==> config.mk <==
export PLATFORM = sky130hd
export DESIGN_NAME = sseq_seq
export DESIGN_NICKNAME = d
export VERILOG_FILES = /design/src/sseq_pkg.sv /design/src/sseq_seq.sv
export SDC_FILE = /design/constraint.sdc
export NUM_CORES = 1
export LEC_CHECK = 0
export ABC_AREA = 1
export BUFFER_PORTS_ARGS = -buffer_cell sky130_fd_sc_hd__buf_2
export CAP_MARGIN = 20
export CORE_MARGIN = 2
export CORE_UTILIZATION = 50
export DETAILED_ROUTE_END_ITERATION = 7
export PLACE_DENSITY = 0.75
export SETUP_SLACK_MARGIN = 0.5
export SLEW_MARGIN = 25
export SYNTH_ARGS = -nofsm -noshare
export SYNTH_HDL_FRONTEND = slang
export SYNTH_SLANG_ARGS = --single-unit
==> constraint.sdc <==
create_clock -name clock -period 1.8 [get_ports clock]
set_input_delay 0.09 -clock clock [delete_from_list [all_inputs] [get_ports clock]]
set_output_delay 0.09 -clock clock [all_outputs]
set_load 0.005 [all_outputs]
==> src/sseq_pkg.sv <==
// ----------------------------------------------------------------------------
// sseq_pkg: shared constants and types of the stereo equalizer
// Number formats, store geometry, operation codes and the control bundle that
// the sequencer hands to the datapath and to the top level.
// ----------------------------------------------------------------------------
package sseq_pkg;

   // Filter geometry and number formats.
   localparam int BANDS          = 7;
   localparam int SAMPLE_BITS    = 24;
   localparam int COEF_BITS      = 32;
   localparam int COEF_FRAC_BITS = 28;
   localparam int DELAY_FRAC     = 16;
   localparam int DELAY_BITS     = 48;
   localparam int GAIN_BITS      = 31;
   localparam int PROD_BITS      = COEF_BITS + SAMPLE_BITS;
   localparam int PROD_SHIFT     = COEF_FRAC_BITS - DELAY_FRAC;

   // Input field widths.
   localparam int COEF_BAND_BITS = 3;
   localparam int COEF_SLOT_BITS = 3;

   // Five coefficients per band: b0, b1, b2, a1, a2.
   localparam int NUM_SLOTS  = 5;
   localparam int COEF_DEPTH = BANDS * NUM_SLOTS;
   localparam int COEF_AW    = $clog2(COEF_DEPTH);
   // Two delay words per band and channel.
   localparam int DLY_DEPTH  = 2 * BANDS * 2;
   localparam int DLY_AW     = $clog2(DLY_DEPTH);
   localparam int BAND_W     = (BANDS > 1) ? $clog2(BANDS) : 1;

   // Unity gain in unsigned Q3.28.
   localparam logic [GAIN_BITS-1:0] GAIN_RESET = GAIN_BITS'(1) << COEF_FRAC_BITS;

   // Operation field of an input beat.
   localparam logic OPER_SAMPLE = 1'b0;
   localparam logic OPER_COEF   = 1'b1;

   // Configuration register indexes.
   localparam int CSR_IDX_BITS = 2;
   typedef enum logic [CSR_IDX_BITS-1:0] {
      CSR_EQ_ENABLE,
      CSR_MONO_MODE,
      CSR_OUTPUT_GAIN
   } csr_idx_type;

   // One multiply step of the shared MAC. The biquad steps follow the
   // coefficient slot order, so their code doubles as the slot index.
   typedef enum logic [2:0] {
      OP_B0,
      OP_B1,
      OP_B2,
      OP_A1,
      OP_A2,
      OP_GAIN
   } op_type;

   typedef struct packed {
      logic                idle;
      logic                coef_re;
      logic [COEF_AW-1:0]  coef_raddr;
      logic                load_y;
      logic                load_ch;
      logic                dly_re;
      logic [DLY_AW-1:0]   dly_raddr;
      logic                s1_gain;
      logic                s2_vld;
      op_type              s2_op;
      logic                s2_ch;
      logic                dly_we;
      logic [DLY_AW-1:0]   dly_waddr;
      logic                out_load;
   } ctl_type;

endpackage

==> src/sseq_seq.sv <==
// ----------------------------------------------------------------------------
// sseq_seq: step sequencer of the stereo equalizer
// Issues one MAC step per cycle, walks bands and channels, and tracks each
// step through the read and multiply stages.
// ----------------------------------------------------------------------------
module sseq_seq import sseq_pkg::*; (
   input  logic    clock,
   input  logic    reset,
   input  logic    sample_start,
   input  logic    eq_enable,
   input  logic    out_free,
   output ctl_type ctl
);
   typedef enum logic [1:0] {
      S_IDLE,
      S_RUN,
      S_FINISH
   } state_type;

   typedef struct packed {
      logic              vld;
      op_type            op;
      logic [BAND_W-1:0] band;
      logic              ch;
   } tok_type;

   state_type         state_ff, state_in;
   logic              issue_ff, issue_in;
   op_type            op_ff, op_in;
   logic [BAND_W-1:0] band_ff, band_in;
   logic              ch_ff, ch_in;
   tok_type           tok0;
   tok_type           tok1_ff;
   tok_type           tok2_ff;

   function automatic logic [DLY_AW-1:0] dly_addr(input logic ch,
                                                   input logic [BAND_W-1:0] band,
                                                   input logic k);
      return DLY_AW'((int'(ch) * BANDS + int'(band)) * 2 + int'(k));
   endfunction

   always_comb begin
      tok0.vld  = (state_ff == S_RUN) && issue_ff;
      tok0.op   = op_ff;
      tok0.band = band_ff;
      tok0.ch   = ch_ff;

      state_in = state_ff;
      issue_in = issue_ff;
      op_in    = op_ff;
      band_in  = band_ff;
      ch_in    = ch_ff;

      // Step order per channel: five biquad steps per band, then the gain.
      if (tok0.vld) begin
         case (op_ff)
            OP_B0: op_in = OP_B1;
            OP_B1: op_in = OP_B2;
            OP_B2: op_in = OP_A1;
            OP_A1: op_in = OP_A2;
            OP_A2: begin
               if (band_ff == BAND_W'(BANDS - 1)) begin
                  op_in = OP_GAIN;
               end else begin
                  op_in   = OP_B0;
                  band_in = band_ff + 1'b1;
               end
            end
            OP_GAIN: begin
               if (!ch_ff) begin
                  ch_in   = 1'b1;
                  band_in = '0;
                  op_in   = OP_B0;
               end else begin
                  issue_in = 1'b0;
               end
            end
            default: issue_in = 1'b0;
         endcase
      end

      case (state_ff)
         S_IDLE: begin
            if (sample_start) begin
               if (eq_enable) begin
                  state_in = S_RUN;
                  issue_in = 1'b1;
                  op_in    = OP_B0;
                  band_in  = '0;
                  ch_in    = 1'b0;
               end else begin
                  state_in = S_FINISH;
               end
            end
         end
         S_RUN: begin
            if (tok2_ff.vld && tok2_ff.op == OP_GAIN && tok2_ff.ch) begin
               state_in = S_FINISH;
            end
         end
         S_FINISH: begin
            if (out_free) begin
               state_in = S_IDLE;
            end
         end
         default: state_in = S_IDLE;
      endcase
   end

   always_ff @(posedge clock) begin
      if (reset) begin
         state_ff <= S_IDLE;
         issue_ff <= 1'b0;
         op_ff    <= OP_B0;
         band_ff  <= '0;
         ch_ff    <= 1'b0;
         tok1_ff  <= '0;
         tok2_ff  <= '0;
      end else begin
         state_ff <= state_in;
         issue_ff <= issue_in;
         op_ff    <= op_in;
         band_ff  <= band_in;
         ch_ff    <= ch_in;
         tok1_ff  <= tok0;
         tok2_ff  <= tok1_ff;
      end
   end

   always_comb begin
      ctl.idle       = (state_ff == S_IDLE);
      ctl.coef_re    = tok0.vld && (tok0.op != OP_GAIN);
      ctl.coef_raddr = COEF_AW'(int'(tok0.band) * NUM_SLOTS + int'(tok0.op));
      ctl.load_y     = tok0.vld && (tok0.op == OP_B0) && (tok0.band == '0);
      ctl.load_ch    = tok0.ch;
      ctl.dly_re     = tok1_ff.vld && (tok1_ff.op == OP_B0 || tok1_ff.op == OP_B1);
      ctl.dly_raddr  = dly_addr(tok1_ff.ch, tok1_ff.band, tok1_ff.op == OP_B1);
      ctl.s1_gain    = (tok1_ff.op == OP_GAIN);
      ctl.s2_vld     = tok2_ff.vld;
      ctl.s2_op      = tok2_ff.op;
      ctl.s2_ch      = tok2_ff.ch;
      ctl.dly_we     = tok2_ff.vld && (tok2_ff.op == OP_A1 || tok2_ff.op == OP_A2);
      ctl.dly_waddr  = dly_addr(tok2_ff.ch, tok2_ff.band, tok2_ff.op == OP_A2);
      ctl.out_load   = (state_ff == S_FINISH) && out_free;
   end

`ifndef SYNTHESIS
   a_gain_ends_run: assert property (@(posedge clock) disable iff (reset)
      (tok2_ff.vld && tok2_ff.op == OP_GAIN && tok2_ff.ch) |=> (state_ff == S_FINISH))
      else $error("last gain step did not end the run");

   a_idle_drained: assert property (@(posedge clock) disable iff (reset)
      (state_ff == S_IDLE) |-> (!tok1_ff.vld && !tok2_ff.vld))
      else $error("steps still in flight while idle");

   a_y_load_clash: assert property (@(posedge clock) disable iff (reset)
      ctl.load_y |-> !(tok2_ff.vld && tok2_ff.op == OP_B1))
      else $error("channel load collides with a band output update");
`endif
endmodule

Word level (Yosys, flattened, before mapping)
Cells that the tools add are included.
- register bits: 26
- bits in latches: 0
- memory bits (writable): 0
- ROM bits: 0
- input bits: 5
- output and inout bits: 29
- word-level logic and storage cells: 86
- memories kept: 0
- add/sub/neg operators: 6
- multiply operators: 3
- divide/modulo/power cells: 0
- magnitude comparators: 0
- equal/unequal tests: 17
- shifts and indexed selects: 0
- multiplexer cells: 30
- bitwise operators: 0
- reductions and logical operators: 17
- operators by type and width (kind ; number):
    $mux W3 ; 12
    $eq A3 B3 Y1 const B ; 6
    $pmux W3 S6 ; 1
    $add A5 B1 Y5 ; 2
    $mux W1 ; 10
    $eq A3 B2 Y1 const B ; 3
    $logic_and A1 B1 Y1 ; 9
    $logic_not A3 Y1 ; 3
    $add A4 B3 Y4 ; 2
    $mul A1 B3 Y4 const B ; 2
    $mux W2 ; 4
    $add A6 B3 Y6 ; 1
    $eq A3 B1 Y1 const B ; 2
    $mul A3 B3 Y6 const B ; 1
    $pmux W2 S3 ; 1
    $pmux W3 S2 ; 1
    $reduce_or A5 Y1 ; 1
    $ne A2 B2 Y1 const B ; 2
    $add A3 B1 Y3 const B ; 1
    $ne A3 B3 Y1 const B ; 1
    $reduce_and A3 Y1 ; 1
    $eq A2 B1 Y1 const B ; 1
    $eq A2 B2 Y1 const B ; 1
    $logic_not A2 Y1 ; 1
    3 further kinds ; 4

Logic depth before layout (Yosys ltp)
- depth in word-level cells: 7
- depth in mapped cells: 8
- depth with buffers taken out: 8

Worst setup path before layout
OpenSTA, ideal clock, no wires.
- path type: flip-flop to output port
- start: register band_ff[2]
- end: output ctl[24] in the netlist's numbering
- arrival: 1.593 ns
- required time: 1.710 ns
- setup slack: 0.117 ns
- cell stages (with the launch flop): 5
- buffers on the path: 0
- path through: dfxtp_1 > ha_1 > ha_1 > fa_1 > xor2_1
- RTL lines (what ; RTL line ; source):
    start: declaration ; sseq_seq.sv:30 ; logic [BAND_W-1:0] band_ff, band_in;
    start signal: assignment ; sseq_seq.sv:123 ; band_ff <= band_in;
    end: declaration ; sseq_seq.sv:12 ; output ctl_type ctl

==> flow_metrics.tcl <==
set metrics [dict create \
    cts.clk_slew.worst_paths_ns 0.15 \
    synth_seq_cells 26 \
    syn_to_final_growth_pct 48.79 \
    ys_top_cells_by_count "nor2_1 (31), nand2_1 (30), dfxtp_1 (26)" \
    initial_core_util_pct 53.30 \
    tightest_slew_ns 0.3336 \
    slew_headroom_pct 77.76 \
    syn-cell-area_um2 1495 \
    hold_viol 0 \
    fp.dieH_um 58.69 \
    row_count 19 \
    antenna_cells 0 \
    reg2reg_depth 9 \
    io_pins 34 \
    r2r_end "op_ff[0]$_SDFF_PP0_" \
    viasPerCell 5.331 \
    clkLatencyLatePin_ns 0.33 \
    vdd_drop_max_uv 281.8 \
    fill_cells 169 \
    coreArea_um2 2805 \
    fin_util_pct 79.30 \
    portBuffers 33 \
    grt_pass1_vias 1325 \
    finalSetupTns_ns -0.5939 \
    synth_async_sr_flop_share_pct 0 \
    clock_skew_ns 0.003553 \
    grt_overflow 0 \
    setup_ws_ns -0.1670 \
    drtIter0Drc 32 \
    grt_max_degree 20 \
    dp_hpwl_mm 2.414 \
    ctsRootBufferMaster "clkbuf_4" \
    power_leakage_nw 1.043 \
    rrSetupSlack_ns 0.32 \
    vias 1434 \
    violations "DRC, setup timing" \
    htreeDepth 1 \
    end_kind "primary output" \
    drc 2 \
    cp.required_ns 1.71 \
    yosys_warnings 0 \
    powerDensity_nw_per_um2 455.2 \
    min_from "out_free" \
    syn_inst 192 \
    dieWidth_um 58.69 \
    antenna_found_initial 0 \
    hold_path.class "in2reg" \
    die-area_um2 3444 \
    whs_ns 0.02840 \
    globalplace.congestion 0.8132 \
    critPathMaxFanout 4 \
    drt-wirelength-per-cell_um 15.41 \
    ys.flop_type "dfxtp_1" \
    grt_usage_pct 21.84 \
    antenna_left 0 \
    arrival_ns 1.88 \
    synth.most_common_cell "nor2_1" \
    r2r_start "band_ff[1]$_SDFF_PP0_" \
    synth_top_area_share_pct 34.81 \
    dr.pass1.iters 6 \
    rsz0062_at_grt "yes" \
    critical_path_class "reg2out" \
    numCtsBuffers 3 \
    holdPathEnd "state_ff[1]$_SDFFE_PP0P_" \
    drv_slew 0 \
    cts_tree "yes" \
    synth.distinct_cells 28 \
    start_kind "flip-flop" \
    outcome "finished with violations" \
    yosys.area.top_type "dfxtp_1" \
    synth-edff-count 0 \
    cts_buffer_depth 2 \
    fin_nets 265 \
    synth.area.top_cells "dfxtp_1 (35%), ha_1 (15%), nor2_1 (7.8%)" \
    grt_pass1_wl_mm 5.713 \
    drv_cap 0 \
    syn_nets 218 \
    fmax_mhz 508.4 \
    yosysSeqAreaShare_pct 34.81 \
    holdPathStages 4 \
    post-route-period-util_pct 109.3 \
    setup_viol_count_final 4 \
    routed_wl_mm 4.144 \
    clkSinkCount 26 \
    syn_avg_cell_area_um2 7.787 \
    final_layout_size_suffix_gt1_share_pct 52.10 \
    layout_min_cycle_time_ns 1.967 \
]
[sequential cells by signal, summed over array words and instances, names as in the netlist]
name	count
issue_ff	1
tok2_ff	3
ctl	5
op_ff	3
ch_ff	1
tok1_ff	8
state_ff	2
band_ff	3
[repair_timing]
| action | in CTS | in global routing |
|---|---|---|
| setup endpoints to repair | 14 | 21 |
| buffers inserted | 7 | 9 |
| hold endpoints to repair | 0 | 1 |
| hold buffers | 0 | 1 |
| resized for setup | 40 | 34 |
| pin swaps | 4 | 20 |
[cell type report]
class / instances / area (um^2) / share of cell area [%]
multi-input cells: 128 / 1104 / 49.61
flip-flops and latches: 26 / 556.8 / 25.03
repair buffers: 51 / 360.3 / 16.20
inverters: 29 / 117.6 / 5.287
clock buffers: 4 / 47.55 / 2.137
well taps: 31 / 38.79 / 1.744
[critical path: stages, from the launching register on]
cell	delay [ns]
dfxtp_4	0.39
ha_4	0.16
ha_4	0.27
ha_4	0.21
a21oi_2	0.16
nand2_2	0.08
xor2_1	0.14
buf_2	0.13
[cell families after synthesis]
kind of cell | synth area share (%)
AND/OR/NAND/NOR | 26.53
buffers and inverters | 11.30
flip-flops | 34.81
adder cells (fa/ha/maj) | 19.08
AO/OA/AOI/OAI | 5.941
XOR/XNOR | 2.344
[worst max path at each step]
| stage | slack (ns) | depth (start not counted) | end | from |
|---|---|---|---|---|
| 6_report | -0.17 | 7 | ctl[25] | band_ff[0]$_SDFF_PP0_ |
| 5_1_grt | -0.23 | 5 | ctl[24] | band_ff[0]$_SDFF_PP0_ |
| 4_1_cts | -0.15 | 5 | ctl[24] | band_ff[0]$_SDFF_PP0_ |
| 3_5_place_dp | 0.21 | 5 | ctl[24] | band_ff[1]$_SDFF_PP0_ |
| 3_3_place_gp | 0.24 | 7 | ctl[25] | band_ff[2]$_SDFF_PP0_ |
| 2_1_floorplan | 0.35 | 6 | ctl[25] | band_ff[2]$_SDFF_PP0_ |
[layout by cell type (no fill, tap or decap), types with 4 or more instances in the layout]
cell and n:
a21oi_2 5, buf_2 30, ha_4 15, nand4_1 4, a21oi_1 5, inv_1 17, dfxtp_1 11, dfxtp_2 8
nor2_1 28, inv_2 8, dfxtp_4 7, nand2_1 27, buf_6 10, buf_4 9, nand3_1 7
[power by group]
group	internal (W)	total, W	leakage (nW)	switching [W]
logic	0.0000291	0.0000771	0.797	0.0000480
registers	0.000574	0.000583	0.219	0.00000927
clock network	0.000170	0.000352	0.0261	0.000182
total	0.000773	0.00101	1.04	0.000239
[metal layers]
layer  GRT usage, %  vias to the layer above  wire (um)
met5              0                        -          0
met2          41.09                       38       2407
li1               -                      698          -
met3          3.077                        4        133
met4          7.143                        0         39
met1          25.21                      694       1562
[stage by stage]
step	setup slack [ns]	total power (W)	area (um^2)	cells
detailed placement	0.2078	0.0006710	1753	248
floorplan	0.3483	0.0006489	1600	192
finish	-0.1670	0.001013	2225	269
CTS	-0.1471	0.001014	2001	259
global route	-0.2339	0.001054	2225	269
global placement	0.2438	0.0006672	1753	248
Power figures use the tool's default switching activity.
