$ cat src/sseq_pkg.sv
// ----------------------------------------------------------------------------
// sseq_pkg: shared constants and types of the stereo equalizer
// Number formats, store geometry, operation codes and the control bundle that
// the sequencer hands to the datapath and to the top level.
// ----------------------------------------------------------------------------
package sseq_pkg;

   // Filter geometry and number formats.
   localparam int BANDS          = 7;
   localparam int SAMPLE_BITS    = 24;
   localparam int COEF_BITS      = 32;
   localparam int COEF_FRAC_BITS = 28;
   localparam int DELAY_FRAC     = 16;
   localparam int DELAY_BITS     = 48;
   localparam int GAIN_BITS      = 31;
   localparam int PROD_BITS      = COEF_BITS + SAMPLE_BITS;
   localparam int PROD_SHIFT     = COEF_FRAC_BITS - DELAY_FRAC;

   // Input field widths.
   localparam int COEF_BAND_BITS = 3;
   localparam int COEF_SLOT_BITS = 3;

   // Five coefficients per band: b0, b1, b2, a1, a2.
   localparam int NUM_SLOTS  = 5;
   localparam int COEF_DEPTH = BANDS * NUM_SLOTS;
   localparam int COEF_AW    = $clog2(COEF_DEPTH);
   // Two delay words per band and channel.
   localparam int DLY_DEPTH  = 2 * BANDS * 2;
   localparam int DLY_AW     = $clog2(DLY_DEPTH);
   localparam int BAND_W     = (BANDS > 1) ? $clog2(BANDS) : 1;

   // Unity gain in unsigned Q3.28.
   localparam logic [GAIN_BITS-1:0] GAIN_RESET = GAIN_BITS'(1) << COEF_FRAC_BITS;

   // Operation field of an input beat.
   localparam logic OPER_SAMPLE = 1'b0;
   localparam logic OPER_COEF   = 1'b1;

   // Configuration register indexes.
   localparam int CSR_IDX_BITS = 2;
   typedef enum logic [CSR_IDX_BITS-1:0] {
      CSR_EQ_ENABLE,
      CSR_MONO_MODE,
      CSR_OUTPUT_GAIN
   } csr_idx_type;

   // One multiply step of the shared MAC. The biquad steps follow the
   // coefficient slot order, so their code doubles as the slot index.
   typedef enum logic [2:0] {
      OP_B0,
      OP_B1,
      OP_B2,
      OP_A1,
      OP_A2,
      OP_GAIN
   } op_type;

   typedef struct packed {
      logic                idle;
      logic                coef_re;
      logic [COEF_AW-1:0]  coef_raddr;
      logic                load_y;
      logic                load_ch;
      logic                dly_re;
      logic [DLY_AW-1:0]   dly_raddr;
      logic                s1_gain;
      logic                s2_vld;
      op_type              s2_op;
      logic                s2_ch;
      logic                dly_we;
      logic [DLY_AW-1:0]   dly_waddr;
      logic                out_load;
   } ctl_type;

endpackage

$ cat src/sseq_dp.sv
// ----------------------------------------------------------------------------
// sseq_dp: shared MAC datapath of the stereo equalizer
// One multiplier with a registered product, rounding and saturation, the
// biquad partial sums and the per-channel result registers.
// ----------------------------------------------------------------------------
module sseq_dp import sseq_pkg::*; (
   input  logic                          clock,
   input  ctl_type                       ctl,
   input  logic signed [COEF_BITS-1:0]   coef_q,
   input  logic signed [DELAY_BITS-1:0]  dly_q,
   input  logic [GAIN_BITS-1:0]          gain,
   input  logic                          smp_load,
   input  logic signed [SAMPLE_BITS-1:0] left_in,
   input  logic signed [SAMPLE_BITS-1:0] right_in,
   output logic signed [DELAY_BITS-1:0]  dly_wdata,
   output logic signed [SAMPLE_BITS-1:0] chan_l,
   output logic signed [SAMPLE_BITS-1:0] chan_r
);
   localparam int PR_W = PROD_BITS + 1;
   localparam int WK_W = (PR_W > DELAY_BITS + 2) ? PR_W : DELAY_BITS + 2;

   typedef logic signed [WK_W-1:0]         wk_type;
   typedef logic signed [DELAY_BITS-1:0]   dly_type;
   typedef logic signed [DELAY_BITS:0]     acc_type;
   typedef logic signed [SAMPLE_BITS-1:0]  smp_type;

   localparam wk_type DLY_MAX = {{(WK_W - DELAY_BITS + 1){1'b0}}, {(DELAY_BITS - 1){1'b1}}};
   localparam wk_type DLY_MIN = ~DLY_MAX;
   localparam wk_type SMP_MAX = {{(WK_W - SAMPLE_BITS + 1){1'b0}}, {(SAMPLE_BITS - 1){1'b1}}};
   localparam wk_type SMP_MIN = ~SMP_MAX;
   localparam wk_type PRD_RND = (PROD_SHIFT > 0) ? (wk_type'(1) <<< (PROD_SHIFT - 1))
                                                 : wk_type'(0);
   localparam wk_type Y_RND    = wk_type'(1) <<< (DELAY_FRAC - 1);
   localparam wk_type GAIN_RND = wk_type'(1) <<< (COEF_FRAC_BITS - 1);

   function automatic dly_type sat_dly(input wk_type v);
      dly_type r;
      if (v > DLY_MAX) r = DLY_MAX[DELAY_BITS-1:0];
      else if (v < DLY_MIN) r = DLY_MIN[DELAY_BITS-1:0];
      else r = v[DELAY_BITS-1:0];
      return r;
   endfunction

   function automatic smp_type sat_smp(input wk_type v);
      smp_type r;
      if (v > SMP_MAX) r = SMP_MAX[SAMPLE_BITS-1:0];
      else if (v < SMP_MIN) r = SMP_MIN[SAMPLE_BITS-1:0];
      else r = v[SAMPLE_BITS-1:0];
      return r;
   endfunction

   logic signed [COEF_BITS-1:0] mul_a;
   logic signed [PROD_BITS-1:0] prod_in, prod_ff;
   smp_type                     y_ff, y_in;
   dly_type                     yd_ff, yd_in;
   acc_type                     acc0_ff, acc0_in;
   dly_type                     acc1_ff, acc1_in;
   smp_type                     chan_l_ff, chan_l_in;
   smp_type                     chan_r_ff, chan_r_in;
   wk_type                      prod_wk;
   wk_type                      pv_wk;
   wk_type                      dq_wk;
   smp_type                     y_new;
   smp_type                     gained;

   // Multiply stage: the coefficient or the output gain times the running sample.
   assign mul_a   = ctl.s1_gain ? signed'({1'b0, gain}) : coef_q;
   assign prod_in = mul_a * y_ff;

   // Accumulate stage.
   assign prod_wk = wk_type'(prod_ff);
   assign pv_wk   = wk_type'(sat_dly((prod_wk + PRD_RND) >>> PROD_SHIFT));
   assign dq_wk   = wk_type'(dly_q);
   assign y_new   = sat_smp((wk_type'(yd_ff) + Y_RND) >>> DELAY_FRAC);
   assign gained  = sat_smp((-prod_wk + GAIN_RND) >>> COEF_FRAC_BITS);

   always_comb begin
      yd_in     = yd_ff;
      acc0_in   = acc0_ff;
      acc1_in   = acc1_ff;
      y_in      = y_ff;
      chan_l_in = chan_l_ff;
      chan_r_in = chan_r_ff;
      dly_wdata = sat_dly(wk_type'(acc1_ff) - pv_wk);

      if (ctl.s2_vld) begin
         case (ctl.s2_op)
            OP_B0: yd_in = sat_dly(pv_wk + dq_wk);
            OP_B1: begin
               acc0_in = acc_type'(pv_wk + dq_wk);
               y_in    = y_new;
            end
            OP_B2: acc1_in = pv_wk[DELAY_BITS-1:0];
            OP_A1: dly_wdata = sat_dly(wk_type'(acc0_ff) - pv_wk);
            OP_A2: dly_wdata = sat_dly(wk_type'(acc1_ff) - pv_wk);
            OP_GAIN: begin
               if (ctl.s2_ch) chan_r_in = gained;
               else chan_l_in = gained;
            end
            default: ;
         endcase
      end

      // A band chain starts from the stored channel sample.
      if (ctl.load_y) begin
         y_in = ctl.load_ch ? chan_r_ff : chan_l_ff;
      end

      if (smp_load) begin
         chan_l_in = left_in;
         chan_r_in = right_in;
      end
   end

   always_ff @(posedge clock) begin
      prod_ff   <= prod_in;
      yd_ff     <= yd_in;
      acc0_ff   <= acc0_in;
      acc1_ff   <= acc1_in;
      y_ff      <= y_in;
      chan_l_ff <= chan_l_in;
      chan_r_ff <= chan_r_in;
   end

   assign chan_l = chan_l_ff;
   assign chan_r = chan_r_ff;
endmodule

$ cat config.mk
export PLATFORM = sky130hd
export DESIGN_NAME = sseq_dp
export DESIGN_NICKNAME = d
export VERILOG_FILES = /design/src/sseq_pkg.sv /design/src/sseq_dp.sv
export SDC_FILE = /design/constraint.sdc
export NUM_CORES = 2
export LEC_CHECK = 0
export BUFFER_PORTS_ARGS = -buffer_cell sky130_fd_sc_hd__clkbuf_2
export CORE_ASPECT_RATIO = 1.4
export CORE_UTILIZATION = 48
export CTS_BUF_LIST = sky130_fd_sc_hd__clkbuf_8 sky130_fd_sc_hd__clkbuf_16
export DETAILED_ROUTE_END_ITERATION = 10
export PLACE_DENSITY_LB_ADDON = 0.25
export SLEW_MARGIN = 20
export SYNTH_ARGS = -nofsm -noshare
export SYNTH_HDL_FRONTEND = slang
export SYNTH_SLANG_ARGS = --single-unit
$ cat constraint.sdc
create_clock -name clock -period 10.56 [get_ports clock]
set_input_delay 0 -clock clock [delete_from_list [all_inputs] [get_ports clock]]
set_output_delay 0 -clock clock [all_outputs]
set_load 0.02 [all_outputs]
* Word-level counts from Yosys, hierarchy flattened
Index checks and enable logic that the tools add are counted.
** Storage, ports and cells
- Register bits :: 273
- Output and inout port bits :: 96
- Logic and storage cells :: 70
** Operators by class
- Add/subtract/negate cells :: 7
- Multipliers :: 1
- Order comparisons :: 12
- Equal/unequal tests :: 5
- Multiplexer cells :: 26
- Reductions and logical operators :: 12
** Operators by type and width (number)
- $mux W48 :: 9
- $mux W24 :: 16
- $add A56 B13 Y57 const B :: 1
- $add A57 B29 Y57 const B :: 1
- $gt A57 B48 Y1 const B :: 1
- $lt A57 B48 Y1 const B :: 1
- $neg A56 Y57 :: 1
- $mul A32 B24 Y56 :: 1
- $gt A50 B48 Y1 const B :: 1
- $lt A50 B48 Y1 const B :: 1
- $sub A49 B48 Y50 :: 1
- $add A48 B17 Y49 const B :: 1
- $add A48 B48 Y49 :: 1
- $gt A49 B48 Y1 const B :: 1
- $lt A49 B48 Y1 const B :: 1
- $sub A48 B48 Y49 :: 1
- $gt A45 B48 Y1 const B :: 1
- $lt A45 B48 Y1 const B :: 1
- $gt A33 B24 Y1 const B :: 1
- $lt A33 B24 Y1 const B :: 1
- $mux W32 :: 1
- $gt A29 B24 Y1 const B :: 1
- $lt A29 B24 Y1 const B :: 1
- $reduce_bool A2 Y1 :: 5
- other kinds (7) :: 12

* Longest topological paths before layout
- Depth after elaboration :: 10
- Depth in mapped cells :: 30
- Depth with buffers taken out :: 27

* Worst setup path after synthesis
No wires, ideal clock.
- Path type :: input to register
- Start point :: input ctl[12] in the netlist's numbering
- End point :: register prod_ff[54]
- Setup time :: 120 ps
- Arrival time :: 7248 ps
- Required time :: 10440 ps
- Setup slack :: 3192 ps
- Cell stages on the path :: 29
- Path buffers :: 3
- Cells stage by stage :: clkbuf_1 buf_1 mux2_2 clkbuf_1 nand2_1 fa_1 inv_1 fa_1 inv_1 fa_1 inv_1 fa_1 inv_1 fa_1 fa_1 inv_1 fa_1 ha_1 and3_1 nand2_1 or2_2 a211oi_1 nor2_1 o21ai_0 a211oi_1 o21ba_2 o21ai_0 a41oi_1 xnor2_1
** Between the ends
- Word-level cells in the longest chain between the ends :: 2
** Ends and longest elaborated chain
- start: declaration :: RTL line sseq_dp.sv:8 : input ctl_type ctl,
- $mux W32 :: RTL line sseq_dp.sv:67 : assign mul_a = ctl.s1_gain ? signed'({1'b0, gain}) : coef_q;
- $mul A32 B24 Y56 :: RTL line sseq_dp.sv:68 : assign prod_in = mul_a * y_ff;
- net prod_in[54] :: RTL line sseq_dp.sv:53 : logic signed [PROD_BITS-1:0] prod_in, prod_ff;
- end signal: assignment :: RTL line sseq_dp.sv:116 : prod_ff <= prod_in;
- end: declaration :: RTL line sseq_dp.sv:53
The timed path passes the listed nets, and every way through them passes these cells.
A chain may end at the register's enable or synchronous reset.

* Worst setup path after layout
- Start point :: register y_ff[8]
- End point :: register prod_ff[54]
** Between the ends
- Word-level cells in the longest chain between the ends :: 1
** Ends and longest elaborated chain
- start: declaration :: RTL line sseq_dp.sv:54 : smp_type y_ff, y_in;
- start signal: assignment :: RTL line sseq_dp.sv:120 : y_ff <= y_in;
- $mul A32 B24 Y56 :: RTL line sseq_dp.sv:68
- net prod_in[54] :: RTL line sseq_dp.sv:53
The timed path passes the listed nets, and every way through them passes these cells.

==> summary.txt <==
Outcome
  • Outcome: finished, final reports clean

Die
  • Core ar.: 0.0970 mm^2
  • Die H: 372 um
  • Die width: 267 um
  • Ports: 286
  • Die area: 0.0993 mm^2
  • Num rows: 135
  • Starting Density: 0.485

Timing
  • Part of the cycle the worst path needs: 0.834
  • Sum Neg Setup Slack: 0 ns
  • Max Slew Vio Count: 0
  • Max Fclk: 114 MHz
  • Finish-stage setup viols: 0
  • RSZ-0062 raised after global routing: false
  • Slew headroom: 0.197
  • Fin Clk Skew: 0.0147 ns
  • Least-Margin Pin Slew: 1.21 ns
  • Final Hold Viols: 0
  • Final Critical Period: 8.80 ns

Logic synthesis
  • Synth Warn #: 0
  • Yosys cell types: 93
  • Seq cells post-synth: 256
  • Syn nets: 6471
  • Post-synthesis cell count: 5199
  • Top-area cell type share of the netlist area: 0.334
  • Post-synth top cells: inv_1, fa_1, nand2_1
  • Synth async-reset ratio: 0
  • Synthesized area per cell: 9.05 um^2
  • Count leader, synth: inv_1
  • Ranking of synthesized cells by area: fa_1, edfxtp_1, ha_1, inv_1, nand2_1
  • Synth area leader: fa_1
  • Seq/Total Area, Yosys: 0.151
  • Mapped cell area: 0.0470 mm^2
  • EDFF count, synth: 200
  • Most used DFF post-synth: edfxtp_1

Final layout
  • Fill cell count: 9148
  • Finished Layout Cells: 6664
  • Number of diodes: 0
  • Share of layout cells above drive strength 1: 0.0916
  • Register Area: 0.00713 mm^2
  • Multi-input gate area: 0.0356 mm^2
  • Layout Area Growth over Synthesis: 8.18%
  • Nets: 6612
  • Fin util: 0.525

Routing
  • Initial DRT Pass Iterations: 6
  • Drt via density: 5.52
  • Final WL: 139000 um
  • DR iter-0 viols: 2205
  • # DRC: 0
  • DRT antenna net count: 0
  • Wire length per cell: 20.8 um
  • Via count: 36.8k

Setup path
  • Worst Setup Path Type: reg2reg
  • Arrival time at the worst endpoint: 9.28 ns
  • Register-to-register setup slack: 1.76 ns
  • CP Data Required Time: 11.04 ns
  • CP max FO: 17
  • FF-to-FF path depth: 24
  • Reg2reg end: prod_ff[54]$_DFF_P_
  • Reg2reg start: y_ff[8]$_DFFE_PP_
  • Startpoint types: flip-flop
  • Critical Path End Type: flip-flop

Placement
  • Number of port buffers: 264
  • Gpl congestion: 0.931
  • Placed cells: 6550
  • DPL Wire Length: 110000 um

Hold path
  • Hold EP: acc0_ff[35]$_DFFE_PP_
  • Worst hold path class: in2reg
  • Hold depth: 3
  • Worst Hold Launch: dly_q[35]

Clock tree
  • Postcts setup bufs: 0
  • Num CTS Buffers: 29
  • Clock Path Buffers: 3
  • H-tree lvl count: 1
  • CTS tree: yes
  • Clock Tree Root: clkbuf_16
  • Clock sinks: 256
  • Worst-path clk slew: 0.06 ns
  • Worst-Skew Late Latency: 0.59 ns

GRT
  • Largest net degree at the start of global routing: 54
  • GRT Residual Overflow: 0
  • First-pass GRT wire length: 217000 um
  • GR Util All Layers: 0.286
  • Vias in the first global route: 38.5k
  • Initial antenna violation count: 7

Flow run
  • Max-cap viol count: 0
## cell usage in the layout (no fill, tap or decap), drive strengths merged, types with 36 or more instances in the layout
| cell | instances |
|---|---|
| nand4 | 46 |
| inv | 878 |
| dfxtp | 56 |
| edfxtp | 200 |
| a21o | 128 |
| mux2 | 36 |
| and2 | 293 |
| nand2 | 777 |
| buf | 47 |
| nor2 | 153 |
| dlygate4sd3 | 56 |
| clkbuf | 294 |
| ha | 296 |
| nand3 | 77 |
| o21ai | 103 |
| xor2 | 112 |
| fa | 786 |
| nor3 | 51 |
| or2 | 37 |
| xnor2 | 209 |
| a21oi | 288 |
## through the flow
step           hold WS [ns]  setup slack [ns]  area, um^2
4_1_cts             0.00128              1.68       50800
5_1_grt              0.0327              1.37       50900
6_report             0.0125              1.76       50900
3_3_place_gp          0.260              1.43       49300
2_1_floorplan         0.174              3.19       47000
3_5_place_dp          0.265              1.40       49300
## how the worst max path moves through the flow
stage	startpoint	to	depth (start not counted)
final	y_ff[8]$_DFFE_PP_	prod_ff[54]$_DFF_P_	24
after global routing	y_ff[5]$_DFFE_PP_	prod_ff[54]$_DFF_P_	26
after CTS	y_ff[13]$_DFFE_PP_	prod_ff[54]$_DFF_P_	25
after detailed placement	ctl[12]	prod_ff[54]$_DFF_P_	29
after global placement	ctl[12]	prod_ff[50]$_DFF_P_	29
after floorplan	ctl[12]	prod_ff[54]$_DFF_P_	29
## logic make-up (layout without fill, tap and decap cells)
family | Yosys count | in the layout | synth area share
muxes | 60 | 60 | 0.0137
and+or+nand+nor | 1573 | 1573 | 0.160
buffers and inverters | 1127 | 1291 | 0.0923
AOI/OAI and AO/OA | 747 | 747 | 0.103
DFF | 256 | 256 | 0.151
adders and majority gates | 1115 | 1115 | 0.420
xor gates and xnor gates | 321 | 321 | 0.0598
## layer usage
| metal | track usage | share of wire | vias up |
|---|---|---|---|
| met5 | 0 | 0.00028 | - |
| met4 | 0.137 | 0.055 | 6 |
| met3 | 0.0314 | 0.052 | 333 |
| met2 | 0.522 | 0.52 | 1243 |
| met1 | 0.331 | 0.37 | 18500 |
| li1 | - | - | 16800 |
## timing repair
| item | 4_1_cts | 5_1_grt |
|---|---|---|
| hold endpoints to repair | 56 | 0 |
| setup endpoints to repair | 0 | 0 |
| hold buffers | 56 | 0 |
| resized for setup | 0 | 0 |
## critical path, stage by stage, from the launching register on
cell      delay, ns
edfxtp_1       0.87
buf_4          0.43
nand2_1        0.13
fa_1           0.57
inv_1          0.06
fa_1           0.48
fa_1           0.59
fa_1           0.44
fa_1           0.50
inv_1          0.06
fa_1           0.53
inv_1          0.05
fa_1           0.59
ha_1           0.45
nand2_1        0.07
o21ai_0        0.42
nor3b_1        0.11
a211oi_1       0.50
nor2_1         0.22
o21ai_0        0.41
a211oi_1       0.14
o21ba_2        0.25
o21ai_0        0.44
a41oi_1        0.22
xnor2_1        0.16
## sequential cells by signal, indices dropped and copies added, names as in the netlist
name / count
prod_ff: 56
acc0_ff: 49
acc1_ff: 46
yd_ff: 33
chan_l: 24
chan_r: 24
y_ff: 24
## area by class of cell
class	instances	area share
clock buffers	30	0.0145
repair buffers	367	0.0454
clock inverters	24	0.00391
flip-flops and latches	256	0.140
multi-input cells	3816	0.700
well taps	1301	0.0320
inverters	870	0.0642
Power is not shown: default switching activity piles up to over one toggle a cycle in this logic, so the estimate is an artifact.
